[src/design/bctd_pkg.sv]
// ----------------------------------------------------------------------------
// bctd_pkg
// Shared constants and types of the BC1..BC5 block decoder.
// ----------------------------------------------------------------------------
`timescale 1ns / 1ps

package bctd_pkg;

  localparam int MAX_DIM   = 16384;
  localparam int DIM_W     = 15;
  localparam int FMT_W     = 3;
  localparam int PIX_W     = 8;
  localparam int HALF_W    = 64;
  localparam int TEXELS    = 16;
  localparam int COORD_W   = $clog2(MAX_DIM);
  localparam int BCOL_W    = COORD_W - 2;
  localparam int BLKN_W    = DIM_W - 2;
  localparam int CFG_IDX_W = 2;

  localparam logic [FMT_W-1:0] FMT_BC1  = 3'd0;
  localparam logic [FMT_W-1:0] FMT_BC2  = 3'd1;
  localparam logic [FMT_W-1:0] FMT_BC3  = 3'd2;
  localparam logic [FMT_W-1:0] FMT_BC4U = 3'd3;
  localparam logic [FMT_W-1:0] FMT_BC4S = 3'd4;
  localparam logic [FMT_W-1:0] FMT_BC5U = 3'd5;
  localparam logic [FMT_W-1:0] FMT_BC5S = 3'd6;
  localparam logic [FMT_W-1:0] FMT_NONE = 3'd7;

  localparam logic [CFG_IDX_W-1:0] REG_FORMAT = 2'd0;
  localparam logic [CFG_IDX_W-1:0] REG_WIDTH  = 2'd1;
  localparam logic [CFG_IDX_W-1:0] REG_HEIGHT = 2'd2;

  typedef logic [3:0][PIX_W-1:0] pal4_t;
  typedef logic [7:0][PIX_W-1:0] pal8_t;

  typedef struct packed {
    logic [HALF_W-1:0] low;
    logic [HALF_W-1:0] high;
    logic [FMT_W-1:0]  fmt;
    logic              punch;
    logic [BCOL_W-1:0] col;
    logic [BCOL_W-1:0] row;
    logic [TEXELS-1:0] mask;
  } blk_t;

  typedef struct packed {
    logic free;
    logic busy;
    logic pending;
  } stat_t;

endpackage

[src/design/bctd_color_lane.sv]
// ----------------------------------------------------------------------------
// bctd_color_lane
// One color channel: builds the four-entry palette from two endpoints.
// ----------------------------------------------------------------------------
`timescale 1ns / 1ps

module bctd_color_lane (
  input  logic                      clk,
  input  logic                      load,
  input  logic [bctd_pkg::PIX_W-1:0] end_a,
  input  logic [bctd_pkg::PIX_W-1:0] end_b,
  input  logic                      four,
  output bctd_pkg::pal4_t           pal
);
  import bctd_pkg::*;

  pal4_t          pal_next;
  logic [PIX_W:0] sum_half;

  // n / 3 for n < 768
  function automatic logic [PIX_W-1:0] div3(input logic [PIX_W+1:0] n);
    logic [23:0] p;
    p = 24'(n) * 24'd2731;
    return p[20:13];
  endfunction

  always_comb begin
    sum_half    = (PIX_W+1)'(end_a) + (PIX_W+1)'(end_b);
    pal_next[0] = end_a;
    pal_next[1] = end_b;
    if (four) begin
      pal_next[2] = div3((PIX_W+2)'({end_a, 1'b0}) + (PIX_W+2)'(end_b));
      pal_next[3] = div3((PIX_W+2)'(end_a) + (PIX_W+2)'({end_b, 1'b0}));
    end else begin
      pal_next[2] = sum_half[PIX_W:1];
      pal_next[3] = '0;
    end
  end

  always_ff @(posedge clk) begin
    if (load) begin
      pal <= pal_next;
    end
  end

endmodule

[src/design/bctd_chan_lane.sv]
// ----------------------------------------------------------------------------
// bctd_chan_lane
// One single-channel half: builds the eight-entry table, mapped to bytes.
// ----------------------------------------------------------------------------
`timescale 1ns / 1ps

module bctd_chan_lane (
  input  logic                          clk,
  input  logic                          load,
  input  logic [2*bctd_pkg::PIX_W-1:0]  ends,
  input  logic                          sgn,
  output bctd_pkg::pal8_t               tab
);
  import bctd_pkg::*;

  localparam logic signed [9:0] SN_MAX = 10'sd127;
  localparam logic signed [9:0] SN_MIN = -10'sd127;
  localparam logic signed [9:0] UN_MAX = 10'sd255;

  logic signed [9:0]  e0, e1;
  logic signed [12:0] e0x, e1x;
  logic               seven;
  logic signed [12:0] num7 [1:6];
  logic signed [12:0] num5 [1:4];
  logic signed [9:0]  val  [8];
  logic [PIX_W-1:0]   ub   [8];
  pal8_t              tab_next;

  function automatic logic signed [9:0] get_end(input logic [PIX_W-1:0] b,
                                                input logic s);
    logic signed [9:0] v;
    v = s ? $signed({{2{b[7]}}, b}) : $signed({2'b00, b});
    if (v < SN_MIN) v = SN_MIN;
    return v;
  endfunction

  // truncating n / 7 for |n| < 1792 and n / 5 for |n| < 1280
  function automatic logic signed [9:0] div7(input logic signed [12:0] n);
    logic [11:0] mag;
    logic [22:0] p;
    logic [9:0]  q;
    mag = n[12] ? 12'(-n) : 12'(n);
    p   = 23'(mag) * 23'd2341;
    q   = {2'b00, p[21:14]};
    return n[12] ? 10'(-$signed(q)) : $signed(q);
  endfunction

  function automatic logic signed [9:0] div5(input logic signed [12:0] n);
    logic [11:0] mag;
    logic [22:0] p;
    logic [9:0]  q;
    mag = n[12] ? 12'(-n) : 12'(n);
    p   = 23'(mag) * 23'd1639;
    q   = {2'b00, p[20:13]};
    return n[12] ? 10'(-$signed(q)) : $signed(q);
  endfunction

  always_comb begin
    e0    = get_end(ends[PIX_W-1:0], sgn);
    e1    = get_end(ends[2*PIX_W-1:PIX_W], sgn);
    e0x   = 13'(e0);
    e1x   = 13'(e1);
    seven = e0 > e1;
    for (int k = 1; k <= 6; k++) begin
      num7[k] = $signed(13'(7 - k)) * e0x + $signed(13'(k)) * e1x;
    end
    for (int k = 1; k <= 4; k++) begin
      num5[k] = $signed(13'(5 - k)) * e0x + $signed(13'(k)) * e1x;
    end
    val[0] = e0;
    val[1] = e1;
    for (int k = 1; k <= 6; k++) begin
      if (seven) begin
        val[k+1] = div7(num7[k]);
      end else if (k <= 4) begin
        val[k+1] = div5(num5[k]);
      end else if (k == 5) begin
        val[k+1] = sgn ? SN_MIN : '0;
      end else begin
        val[k+1] = sgn ? SN_MAX : UN_MAX;
      end
    end
    // snorm to byte: u + (u >= 127), u = v + 127
    for (int t = 0; t < 8; t++) begin
      ub[t] = PIX_W'(val[t] + SN_MAX);
      if (sgn) begin
        tab_next[t] = ub[t] + PIX_W'(ub[t] >= PIX_W'(127));
      end else begin
        tab_next[t] = val[t][PIX_W-1:0];
      end
    end
  end

  always_ff @(posedge clk) begin
    if (load) begin
      tab <= tab_next;
    end
  end

endmodule

[src/design/bctd_merge.sv]
// ----------------------------------------------------------------------------
// bctd_merge
// Holds one decoded block, merges lane palettes per texel by format and emits
// visible texels via an output register, one word per cycle unless stalled.
// ----------------------------------------------------------------------------
`timescale 1ns / 1ps

module bctd_merge (
  input  logic                         clk,
  input  logic                         rst,
  input  logic                         load,
  input  bctd_pkg::blk_t               blk,
  input  bctd_pkg::pal4_t              pal_r,
  input  bctd_pkg::pal4_t              pal_g,
  input  bctd_pkg::pal4_t              pal_b,
  input  bctd_pkg::pal8_t              tab_a,
  input  bctd_pkg::pal8_t              tab_b,
  output bctd_pkg::stat_t              stat,
  output logic                         out_valid,
  input  logic                         out_ready,
  output logic [bctd_pkg::COORD_W-1:0] pixel_x,
  output logic [bctd_pkg::COORD_W-1:0] pixel_y,
  output logic [bctd_pkg::PIX_W-1:0]   red,
  output logic [bctd_pkg::PIX_W-1:0]   green,
  output logic [bctd_pkg::PIX_W-1:0]   blue,
  output logic [bctd_pkg::PIX_W-1:0]   alpha,
  output logic                         last
);
  import bctd_pkg::*;

  logic              s2_valid;
  blk_t              cur;
  logic [TEXELS-1:0] rem, rem_next;
  logic [3:0]        idx;
  logic              step, done;
  logic [HALF_W-1:0] chalf;
  logic [31:0]       cbits;
  logic [47:0]       abits, bbits;
  logic [1:0]        cidx;
  logic [2:0]        aidx, bidx;
  logic [5:0]        sel3;
  logic [3:0]        a4;
  logic [PIX_W-1:0]  r_v, g_v, b_v, a_v;

  always_comb begin
    idx = '0;
    for (int i = TEXELS - 1; i >= 0; i--) begin
      if (rem[i]) idx = 4'(i);
    end
    rem_next = rem & ~(TEXELS'(1) << idx);
    done     = rem_next == '0;
    step     = s2_valid && (!out_valid || out_ready);
  end

  always_comb begin
    chalf = (cur.fmt == FMT_BC1) ? cur.low : cur.high;
    cbits = chalf[63:32];
    abits = cur.low[63:16];
    bbits = cur.high[63:16];
    sel3  = {2'b00, idx} * 6'd3;
    cidx  = cbits[{idx, 1'b0} +: 2];
    aidx  = abits[sel3 +: 3];
    bidx  = bbits[sel3 +: 3];
    a4    = cur.low[{idx, 2'b00} +: 4];
    r_v   = pal_r[cidx];
    g_v   = pal_g[cidx];
    b_v   = pal_b[cidx];
    a_v   = '1;
    case (cur.fmt)
      FMT_BC1: begin
        if (cur.punch && cidx == 2'd3) a_v = '0;
      end
      FMT_BC2: begin
        a_v = {a4, a4};
      end
      FMT_BC3: begin
        a_v = tab_a[aidx];
      end
      FMT_BC4U, FMT_BC4S: begin
        r_v = tab_a[aidx];
        g_v = tab_a[aidx];
        b_v = tab_a[aidx];
      end
      FMT_BC5U, FMT_BC5S: begin
        r_v = tab_a[aidx];
        g_v = tab_b[bidx];
        b_v = '0;
      end
      default: begin
        r_v = '0;
        g_v = '0;
        b_v = '0;
        a_v = '0;
      end
    endcase
  end

  always_ff @(posedge clk) begin
    if (rst) begin
      s2_valid  <= 1'b0;
      out_valid <= 1'b0;
    end else begin
      if (load) begin
        s2_valid <= 1'b1;
      end else if (step && done) begin
        s2_valid <= 1'b0;
      end
      if (step) begin
        out_valid <= 1'b1;
      end else if (out_ready) begin
        out_valid <= 1'b0;
      end
    end
  end

  always_ff @(posedge clk) begin
    if (load) begin
      cur <= blk;
      rem <= blk.mask;
    end else if (step) begin
      rem <= rem_next;
    end
    if (step) begin
      pixel_x <= {cur.col, idx[1:0]};
      pixel_y <= {cur.row, idx[3:2]};
      red     <= r_v;
      green   <= g_v;
      blue    <= b_v;
      alpha   <= a_v;
      last    <= done;
    end
  end

  assign stat.free    = !s2_valid || (step && done);
  assign stat.busy    = s2_valid;
  assign stat.pending = rem != '0;

endmodule

[src/design/bc_texture_block_decoder.sv]
// ----------------------------------------------------------------------------
// bc_texture_block_decoder
// Decodes BC1..BC5 4x4 blocks in raster block order to RGBA8 texels.
// A block is registered on acceptance, then loaded into the decode stage when
// it is free; texels leave via an output register, one word per cycle unless
// out_ready stalls them. A block holds the decode stage until its visible
// texels (16 for interior blocks) are out; blocks with none skip that stage.
// Reset clears block counters and valids, and sets format BC1, size 1x1.
// ----------------------------------------------------------------------------
`timescale 1ns / 1ps

module bc_texture_block_decoder (
  input  logic                           clk,
  input  logic                           rst,
  input  logic                           cfg_valid,
  output logic                           cfg_ready,
  input  logic [bctd_pkg::CFG_IDX_W-1:0] cfg_index,
  input  logic [bctd_pkg::DIM_W-1:0]     cfg_data,
  input  logic                           in_valid,
  output logic                           in_ready,
  input  logic [bctd_pkg::HALF_W-1:0]    block_low,
  input  logic [bctd_pkg::HALF_W-1:0]    block_high,
  output logic                           out_valid,
  input  logic                           out_ready,
  output logic [bctd_pkg::COORD_W-1:0]   pixel_x,
  output logic [bctd_pkg::COORD_W-1:0]   pixel_y,
  output logic [bctd_pkg::PIX_W-1:0]     red,
  output logic [bctd_pkg::PIX_W-1:0]     green,
  output logic [bctd_pkg::PIX_W-1:0]     blue,
  output logic [bctd_pkg::PIX_W-1:0]     alpha,
  output logic                           last
);
  import bctd_pkg::*;

  logic [FMT_W-1:0]  texture_format;
  logic [DIM_W-1:0]  image_width, image_height;
  logic [DIM_W-1:0]  width_eff, height_eff, wsum, hsum;
  logic [BLKN_W-1:0] blocks_wide, blocks_high, col_inc, row_inc;
  logic [BCOL_W-1:0] block_column, block_row;
  logic [3:0]        x_in, y_in;
  logic [TEXELS-1:0] mask_new;
  logic              in_fire;

  logic              s1_valid, s1_take, s2_load;
  blk_t              s1_blk, s2_blk;
  logic [HALF_W-1:0] chalf;
  logic [15:0]       c0, c1;
  logic              four, sgn;
  stat_t             m_stat;
  pal4_t             pal_r, pal_g, pal_b;
  pal8_t             tab_a, tab_b;

  assign cfg_ready = 1'b1;

  always_ff @(posedge clk) begin
    if (rst) begin
      texture_format <= FMT_BC1;
      image_width    <= DIM_W'(1);
      image_height   <= DIM_W'(1);
    end else if (cfg_valid) begin
      case (cfg_index)
        REG_FORMAT: texture_format <= cfg_data[FMT_W-1:0];
        REG_WIDTH:  image_width    <= cfg_data;
        REG_HEIGHT: image_height   <= cfg_data;
        default: ;
      endcase
    end
  end

  always_comb begin
    width_eff  = (image_width == '0) ? DIM_W'(1) :
                 (image_width > DIM_W'(MAX_DIM)) ? DIM_W'(MAX_DIM) : image_width;
    height_eff = (image_height == '0) ? DIM_W'(1) :
                 (image_height > DIM_W'(MAX_DIM)) ? DIM_W'(MAX_DIM) : image_height;
    wsum        = width_eff + DIM_W'(3);
    hsum        = height_eff + DIM_W'(3);
    blocks_wide = wsum[DIM_W-1:2];
    blocks_high = hsum[DIM_W-1:2];
    col_inc     = BLKN_W'(block_column) + BLKN_W'(1);
    row_inc     = BLKN_W'(block_row) + BLKN_W'(1);
    for (int j = 0; j < 4; j++) begin
      x_in[j] = DIM_W'({block_column, 2'(j)}) < width_eff;
      y_in[j] = DIM_W'({block_row, 2'(j)}) < height_eff;
    end
    for (int i = 0; i < TEXELS; i++) begin
      mask_new[i] = x_in[i%4] && y_in[i/4] && (texture_format != FMT_NONE);
    end
  end

  assign in_fire  = in_valid && in_ready;
  assign s1_take  = s1_valid && (s1_blk.mask == '0 || m_stat.free);
  assign s2_load  = s1_valid && s1_blk.mask != '0 && m_stat.free;
  assign in_ready = !s1_valid || s1_take;

  always_ff @(posedge clk) begin
    if (rst) begin
      block_column <= '0;
      block_row    <= '0;
      s1_valid     <= 1'b0;
    end else begin
      if (in_fire) begin
        s1_valid <= 1'b1;
        if (col_inc >= blocks_wide) begin
          block_column <= '0;
          if (row_inc >= blocks_high) begin
            block_row <= '0;
          end else begin
            block_row <= row_inc[BCOL_W-1:0];
          end
        end else begin
          block_column <= col_inc[BCOL_W-1:0];
        end
      end else if (s1_take) begin
        s1_valid <= 1'b0;
      end
    end
  end

  always_ff @(posedge clk) begin
    if (in_fire) begin
      s1_blk.low   <= block_low;
      s1_blk.high  <= block_high;
      s1_blk.fmt   <= texture_format;
      s1_blk.punch <= 1'b0;
      s1_blk.col   <= block_column;
      s1_blk.row   <= block_row;
      s1_blk.mask  <= mask_new;
    end
  end

  always_comb begin
    chalf = (s1_blk.fmt == FMT_BC1) ? s1_blk.low : s1_blk.high;
    c0    = chalf[15:0];
    c1    = chalf[31:16];
    four  = (s1_blk.fmt != FMT_BC1) || (c0 > c1);
    sgn   = (s1_blk.fmt == FMT_BC4S) || (s1_blk.fmt == FMT_BC5S);
    s2_blk       = s1_blk;
    s2_blk.punch = (s1_blk.fmt == FMT_BC1) && !four;
  end

  bctd_color_lane u_lane_r (
    .clk   (clk),
    .load  (s2_load),
    .end_a ({c0[15:11], c0[15:13]}),
    .end_b ({c1[15:11], c1[15:13]}),
    .four  (four),
    .pal   (pal_r)
  );

  bctd_color_lane u_lane_g (
    .clk   (clk),
    .load  (s2_load),
    .end_a ({c0[10:5], c0[10:9]}),
    .end_b ({c1[10:5], c1[10:9]}),
    .four  (four),
    .pal   (pal_g)
  );

  bctd_color_lane u_lane_b (
    .clk   (clk),
    .load  (s2_load),
    .end_a ({c0[4:0], c0[4:2]}),
    .end_b ({c1[4:0], c1[4:2]}),
    .four  (four),
    .pal   (pal_b)
  );

  bctd_chan_lane u_lane_ta (
    .clk  (clk),
    .load (s2_load),
    .ends (s1_blk.low[15:0]),
    .sgn  (sgn),
    .tab  (tab_a)
  );

  bctd_chan_lane u_lane_tb (
    .clk  (clk),
    .load (s2_load),
    .ends (s1_blk.high[15:0]),
    .sgn  (sgn),
    .tab  (tab_b)
  );

  bctd_merge u_merge (
    .clk       (clk),
    .rst       (rst),
    .load      (s2_load),
    .blk       (s2_blk),
    .pal_r     (pal_r),
    .pal_g     (pal_g),
    .pal_b     (pal_b),
    .tab_a     (tab_a),
    .tab_b     (tab_b),
    .stat      (m_stat),
    .out_valid (out_valid),
    .out_ready (out_ready),
    .pixel_x   (pixel_x),
    .pixel_y   (pixel_y),
    .red       (red),
    .green     (green),
    .blue      (blue),
    .alpha     (alpha),
    .last      (last)
  );

  a_load_busy: assert property (@(posedge clk) disable iff (rst)
    s2_load |=> m_stat.busy)
    else $error("decode stage not busy after block load");

  a_busy_pending: assert property (@(posedge clk) disable iff (rst)
    m_stat.busy |-> m_stat.pending)
    else $error("decode stage busy with no texels left");

  a_last_order: assert property (@(posedge clk) disable iff (rst)
    (out_valid && !last) |-> m_stat.busy)
    else $error("block retired before its last texel");

endmodule

[config.mk]
export PLATFORM = sky130hd
export DESIGN_NAME = bc_texture_block_decoder
export DESIGN_NICKNAME = d
export VERILOG_FILES = /design/src/design/bctd_pkg.sv /design/src/design/bctd_color_lane.sv /design/src/design/bctd_chan_lane.sv /design/src/design/bctd_merge.sv /design/src/design/bc_texture_block_decoder.sv
export SDC_FILE = /design/constraint.sdc
export NUM_CORES = 2
export LEC_CHECK = 0
export BUFFER_PORTS_ARGS = -buffer_cell sky130_fd_sc_hd__buf_2
export CAP_MARGIN = 20
export CORE_UTILIZATION = 55
export DETAILED_ROUTE_END_ITERATION = 7
export GPL_TIMING_DRIVEN = 0
export HOLD_SLACK_MARGIN = 0.12
export PLACE_DENSITY = 0.8
export SYNTH_ARGS = -nofsm -noshare
export SYNTH_HDL_FRONTEND = slang
export SYNTH_SLANG_ARGS = --single-unit
export TNS_END_PERCENT = 5
[constraint.sdc]
create_clock -name clk -period 23.8 [get_ports clk]
set_input_delay 5.95 -clock clk [delete_from_list [all_inputs] [get_ports clk]]
set_output_delay 5.95 -clock clk [all_outputs]
set_load 0.005 [all_outputs]
# Yosys cells after proc, flatten, opt, wreduce, memory -nomap -nowiden
# Cells that the tools add are included.
[totals]
register_bits = 688
latchBits = 0
ramBits = 0
mem_bits_ro = 0
in_bits = 150
elab_cells = 456
memories = 0
[classes]
n_addsub = 105
multipliers = 39
n_div = 0
order_cmp = 38
eq_ne = 12
n_shift = 5
mux = 128
n_bitwise = 2
reduce_logical = 71
[op_table]
columns = ["operator", "n"]
rows = [
  ["8-bit two-way mux", 59],
  ["12-bit by 12-bit multiplier with 22-bit output (second input constant)", 12],
  ["12-bit two-way mux", 22],
  ["12-bit negation", 20],
  ["12-bit by 11-bit multiplier with 21-bit output (second input constant)", 8],
  ["8-bit negation", 20],
  ["8-bit by 1-bit adder with 8-bit output", 16],
  ["8-bit adder (second input constant)", 16],
  ["8-bit by 7-bit >= comparator with 1-bit output (second input constant)", 16],
  ["10-bit by 12-bit multiplier with 21-bit output (second input constant)", 6],
  ["14-bit by 15-bit < comparator with 1-bit output", 8],
  ["48-bit by 7-bit variable part select with 3-bit output", 2],
  ["10-bit two-way mux", 8],
  ["4-bit two-way mux", 16],
  ["64-bit two-way mux", 1],
  ["64-bit by 7-bit variable part select with 4-bit output", 1],
  ["15-bit two-way mux", 4],
  ["11-bit by 13-bit adder with 13-bit output", 4],
  ["13-bit by 11-bit adder with 13-bit output", 4],
  ["3-bit by 10-bit multiplier with 13-bit output (first input constant)", 4],
  ["4-bit by 10-bit multiplier with 13-bit output (first input constant)", 4],
  ["8-bit binary-select mux with 2-bit select", 3],
  ["8-bit binary-select mux with 3-bit select", 2],
  ["3-bit by 10-bit multiplier with 12-bit output (first input constant)", 4],
  ["other kinds (49)", 140],
]

# Depth between registers and ports, before layout
[depth]
word_depth = 27
depth_mapped = 67
depth_no_buf = 60

# Cells and area by module
# From an unflattened synthesis, not the netlist that was laid out.
[hier_totals]
hier_cells = 12160
area_unflattened_um2 = 112479.1
[modules_own_cells]
columns = ["module", "instances", "cells_per_inst", "area_each_um2", "seq_area_each_um2"]
rows = [
  ["bctd_chan_lane (u_lane_ta)", 1, 4149, 35391.4, 1921.8],
  ["bctd_chan_lane (u_lane_tb)", 1, 4161, 35343.9, 1921.8],
  ["bctd_merge", 1, 1306, 13912.1, 6556.3],
  ["bctd_color_lane (u_lane_b ...)", 2, 558, 5796.8, 960.9],
  ["bc_texture_block_decoder", 1, 871, 10483.8, 6296.0],
  ["bctd_color_lane (u_lane_r)", 1, 557, 5754.3, 960.9],
]

# Least setup slack after synthesis
# No wires, ideal clock.
[synth_path]
path_type = "input to register"
start = "input port out_ready"
end = "register u_merge.rem[5] (data pin)"
arrival_ns = 16.461
path_slack_ns = 6.658
path_stages = 7
path_cell_list = "nand2b_1 > nand2_1 > nand2_1 > and2_1 > clkbuf_1 > clkbuf_1 > o21ai_0"
[synth_via]
elab_chain_len = 6
[synth_rtl]
columns = ["element", "line", "text"]
rows = [
  ["from (decl)", "bc_texture_block_decoder.sv:24", "input logic out_ready,"],
  ["1-bit logical OR", "bctd_merge.sv:52", "step = s2_valid && (!out_valid || out_ready);"],
  ["1-bit logical AND", "bctd_merge.sv:52", ""],
  ["1-bit logical AND", "bctd_merge.sv:134", "assign stat.free = !s2_valid || (step && done);"],
  ["1-bit logical OR", "bctd_merge.sv:134", ""],
  ["1-bit logical AND", "bc_texture_block_decoder.sv:92", "assign s2_load = s1_valid && s1_blk.mask != '0 && m_stat.free;"],
  ["net s2_load", "bc_texture_block_decoder.sv:44", "logic s1_valid, s1_take, s2_load;"],
  ["16-bit two-way mux", "bctd_merge.sv:117", "if (load) begin"],
  ["to (signal assigned)", "bctd_merge.sv:119", "rem <= blk.mask;"],
  ["to (signal assigned)", "bctd_merge.sv:121", "rem <= rem_next;"],
  ["to (decl)", "bctd_merge.sv:33", "logic [TEXELS-1:0] rem, rem_next;"],
]
# The timed path passes the listed nets, and every way through them passes these cells.
# A chain may end at the register's enable or synchronous reset.

==> summary.md <==
| Metric | Value |
|---|---|
| R2R Path Start | `s1_blk[41]` |
| Final Cycle Share | `77.5%` |
| Clk slew on worst S/H paths | `0.06 ns` |
| Crit Path Max Fanout | `10` |
| Drt wl/cell | `22.1 um` |
| # fillers | `16500` |
| Die Span Y | `443 um` |
| First-pass GRT wire length | `491 mm` |
| Cell variety after synth | `124` |
| Initial cell density of the core | `55.4%` |
| Met1 usage | `38.4%` |
| Htree depth | `3` |
| Crit path capture | `u_lane_tb.tab[22]` |
| Yosys warnings | `0` |
| Synth Instances | `11500` |
| Status | `complete, no violations` |
| Worst skew pair latency | `0.73 ns` |
| I/O pin count | `214` |
| WS Path Type | `reg -> reg` |
| #FFs+latches synth | `656` |
| Worst slack after detailed placement | `5.78 ns` |
| RSZ-0062 raised after global routing | `false` |
| Final Setup Violations | `0` |
| Reg2reg end | `u_lane_tb.tab[22]` |
| Worst clock skew | `0.0405 ns` |
| WP data required | `24.24 ns` |
| Launch point of the worst path | `s1_blk[41]` |
| DP HPWL | `266 mm` |
| Die Area | `0.196 sq mm` |
| # clock sinks | `656` |
| Max frequency | `0.0542 GHz` |
| Setup TNS | `0 ns` |
| Worst Setup End Kind | `flop` |
| Clock buffer count from CTS | `79` |
| Die width | `443 um` |
| EDFF count, synth | `596` |
| Final Critical Period | `18.45 ns` |
| DRC | `0` |
| Final layout net count | `14800` |
| Synthesized area per cell | `9.28 sq um` |
| Max Root-Sink Buffers | `3` |
| Initial DRC Count | `7123` |
| I/O Buffers | `212` |
| Max-slew headroom | `17.3%` |
| CTS tree | `done` |
| Met2 Use GR | `54.9%` |
| Register area | `0.0191 sq mm` |
| Vias post-DR | `86100` |
| Area added between synthesis and finish | `6.93%` |
| Most Crowded Layer GR | `met2` |
| Setup ws final | `5.35 ns` |
| Synthesized area | `0.107 sq mm` |
| Hold Fails Final Rpt | `0` |
| Std cell rows | `161` |
| Actual slew at the worst max-slew pin | `1.24 ns` |
| Startpoint Class | `flop` |
| Hold Buf Count CTS | `0` |
| Mapped Nets | `14500` |
| Antenna violations before repair | `13` |
| Core area | `0.193 sq mm` |
| Share of layout cells above drive strength 1 | `5.04%` |
| CP max-delay cell | `nor2b_1` |
| Total GRT Usage | `32.1%` |
| CTS resizes | `0` |
| Vias in the first global route | `87500` |
| R2R setup slack | `5.35 ns` |
| Post-CTS setup buffer count | `0` |
| Largest net degree at the start of global routing | `97` |
| Slew Limit Fails | `0` |
| CP arrival | `18.89 ns` |
| Root buffer cell | `clkbuf_16` |
| Grt ovf | `0` |
| Multi-input gate area | `0.0801 sq mm` |
| Drt total wl | `318 mm` |
| Async SR Flop Fraction | `0%` |
| Worst r2r path cells | `62` |
| Post-route ant nets | `0` |
| Most common cell after layout, fill and taps aside | `ha_1` |
| Gpl congestion | `1.01` |
| Seq/Total Area, Yosys | `17.9%` |
| Crit-path max cell delay | `0.81 ns` |
| # Max-Cap Violations | `0` |
| Commonest non-fill, non-tap cells in the layout | `ha_1, inv_1, nand2_1, fa_1, xnor2_1` |
| Worst Hold Class | `reg -> reg` |
| Drt first pass iters | `6` |
| GR Layer Usage met3 | `3.49%` |
| Drt via density | `5.98` |
| Most used cell along the critical path | `ha_1` |
| Dominant synthesized flop cell | `edfxtp_1` |
synthesized netlist by cell type (171+ instances only):
cell      count  area (sq um)
a21o_1      235          1760
a21oi_1     530          2650
clkbuf_1    190           713
edfxtp_1    596         17900
fa_1        753         15100
ha_1       2124         26600
inv_1      1763          6620
mux2i_1     171          1710
nand2_1     770          2890
nand3_1     209          1050
nor2_1      625          2350
nor3_1      182           911
o21ai_0     386          1930
xnor2_1     736          6450
xor2_1      294          2570
layout make-up:
| cell class | instances | area share [%] |
|---|---|---|
| Buffer | 238 | 0.821 |
| Tap cell | 2526 | 2.77 |
| Sequential cell | 656 | 16.7 |
| Multi-Input combinational cell | 8830 | 70.2 |
| Clock buffer | 90 | 1.77 |
| Clock inverter | 55 | 0.640 |
| Timing Repair Buffer | 232 | 1.26 |
| Inverter | 1773 | 5.84 |
| Antenna cell | 5 | 0.0110 |
how the worst min path moves through the flow:
stage / slack, ns / start / to / cells past startpoint
2_1_floorplan: 0.40 / s1_blk[140] / u_merge.abits[16] / 0
3_3_place_gp: 0.41 / u_merge.cur[32] / u_merge.pixel_x[6] / 0
3_5_place_dp: 0.41 / s1_blk[24] / u_merge.cur[24] / 0
4_1_cts: 0.42 / u_merge.cur[39] / u_merge.pixel_x[13] / 0
5_1_grt: 0.41 / u_merge.cur[39] / u_merge.pixel_x[13] / 0
6_report: 0.41 / u_merge.cur[39] / u_merge.pixel_x[13] / 0
kinds of logic (layout without fill, tap and decap cells):
| family | count (synthesis) | after routing | synth area share, % |
|---|---|---|---|
| flip-flops | 656 | 656 | 17.9 |
| multiplexers | 248 | 248 | 2.63 |
| AND/OR/NAND/NOR | 2640 | 2640 | 12.2 |
| AO/OA/AOI/OAI | 2014 | 2014 | 12.4 |
| other | 1 | 6 | 0.00351 |
| buffers and inverters | 2011 | 2388 | 7.11 |
| XOR/XNOR | 1040 | 1040 | 8.66 |
| adder cells (fa/ha/maj) | 2887 | 2887 | 39.1 |
stage by stage:
stage	std cells	hold slack (ns)	utilization (%)	cell area, sq um
floorplan	11500	0.400	-	107000
global placement	14200	0.405	57.6	111000
detailed placement	14300	0.405	57.8	111000
CTS	14400	0.418	59.3	114000
global route	14400	0.414	59.3	114000
finish	14400	0.413	59.3	114000
state kept, by name, indices dropped and copies added (netlist names), 14 cells and up:
name and count:
s1_blk 171, u_lane_ta.tab 64, u_lane_tb.tab 64, u_merge.abits 48, u_merge.bbits 48, u_merge.cur 44, u_lane_g.pal 28, u_lane_b.pal 26
u_lane_r.pal 26, u_merge.rem 16, image_height 15, image_width 15, u_merge.pixel_x 14, u_merge.pixel_y 14
worst max-delay path, delay by kind of cell (launching register included):
| kind | cells | cell delay [ns] |
|---|---|---|
| buf+inv | 13 | 4.44 |
| compound gates | 16 | 3.68 |
| flops | 1 | 0.61 |
| mux | 3 | 1.06 |
| simple gates | 12 | 2.84 |
| fa+ha+maj | 13 | 4.32 |
| xor+xnor | 5 | 1.16 |
per-layer routing:
layer / wire (um) / part of all wire, %
met5: 58 / 0.018
met4: 24100 / 7.6
met3: 19400 / 6.1
met2: 151000 / 47
met1: 124000 / 39
Power is left out: the tool's default activity adds up to more than one toggle a clock period on the data nets, which glitch-free logic cannot reach.
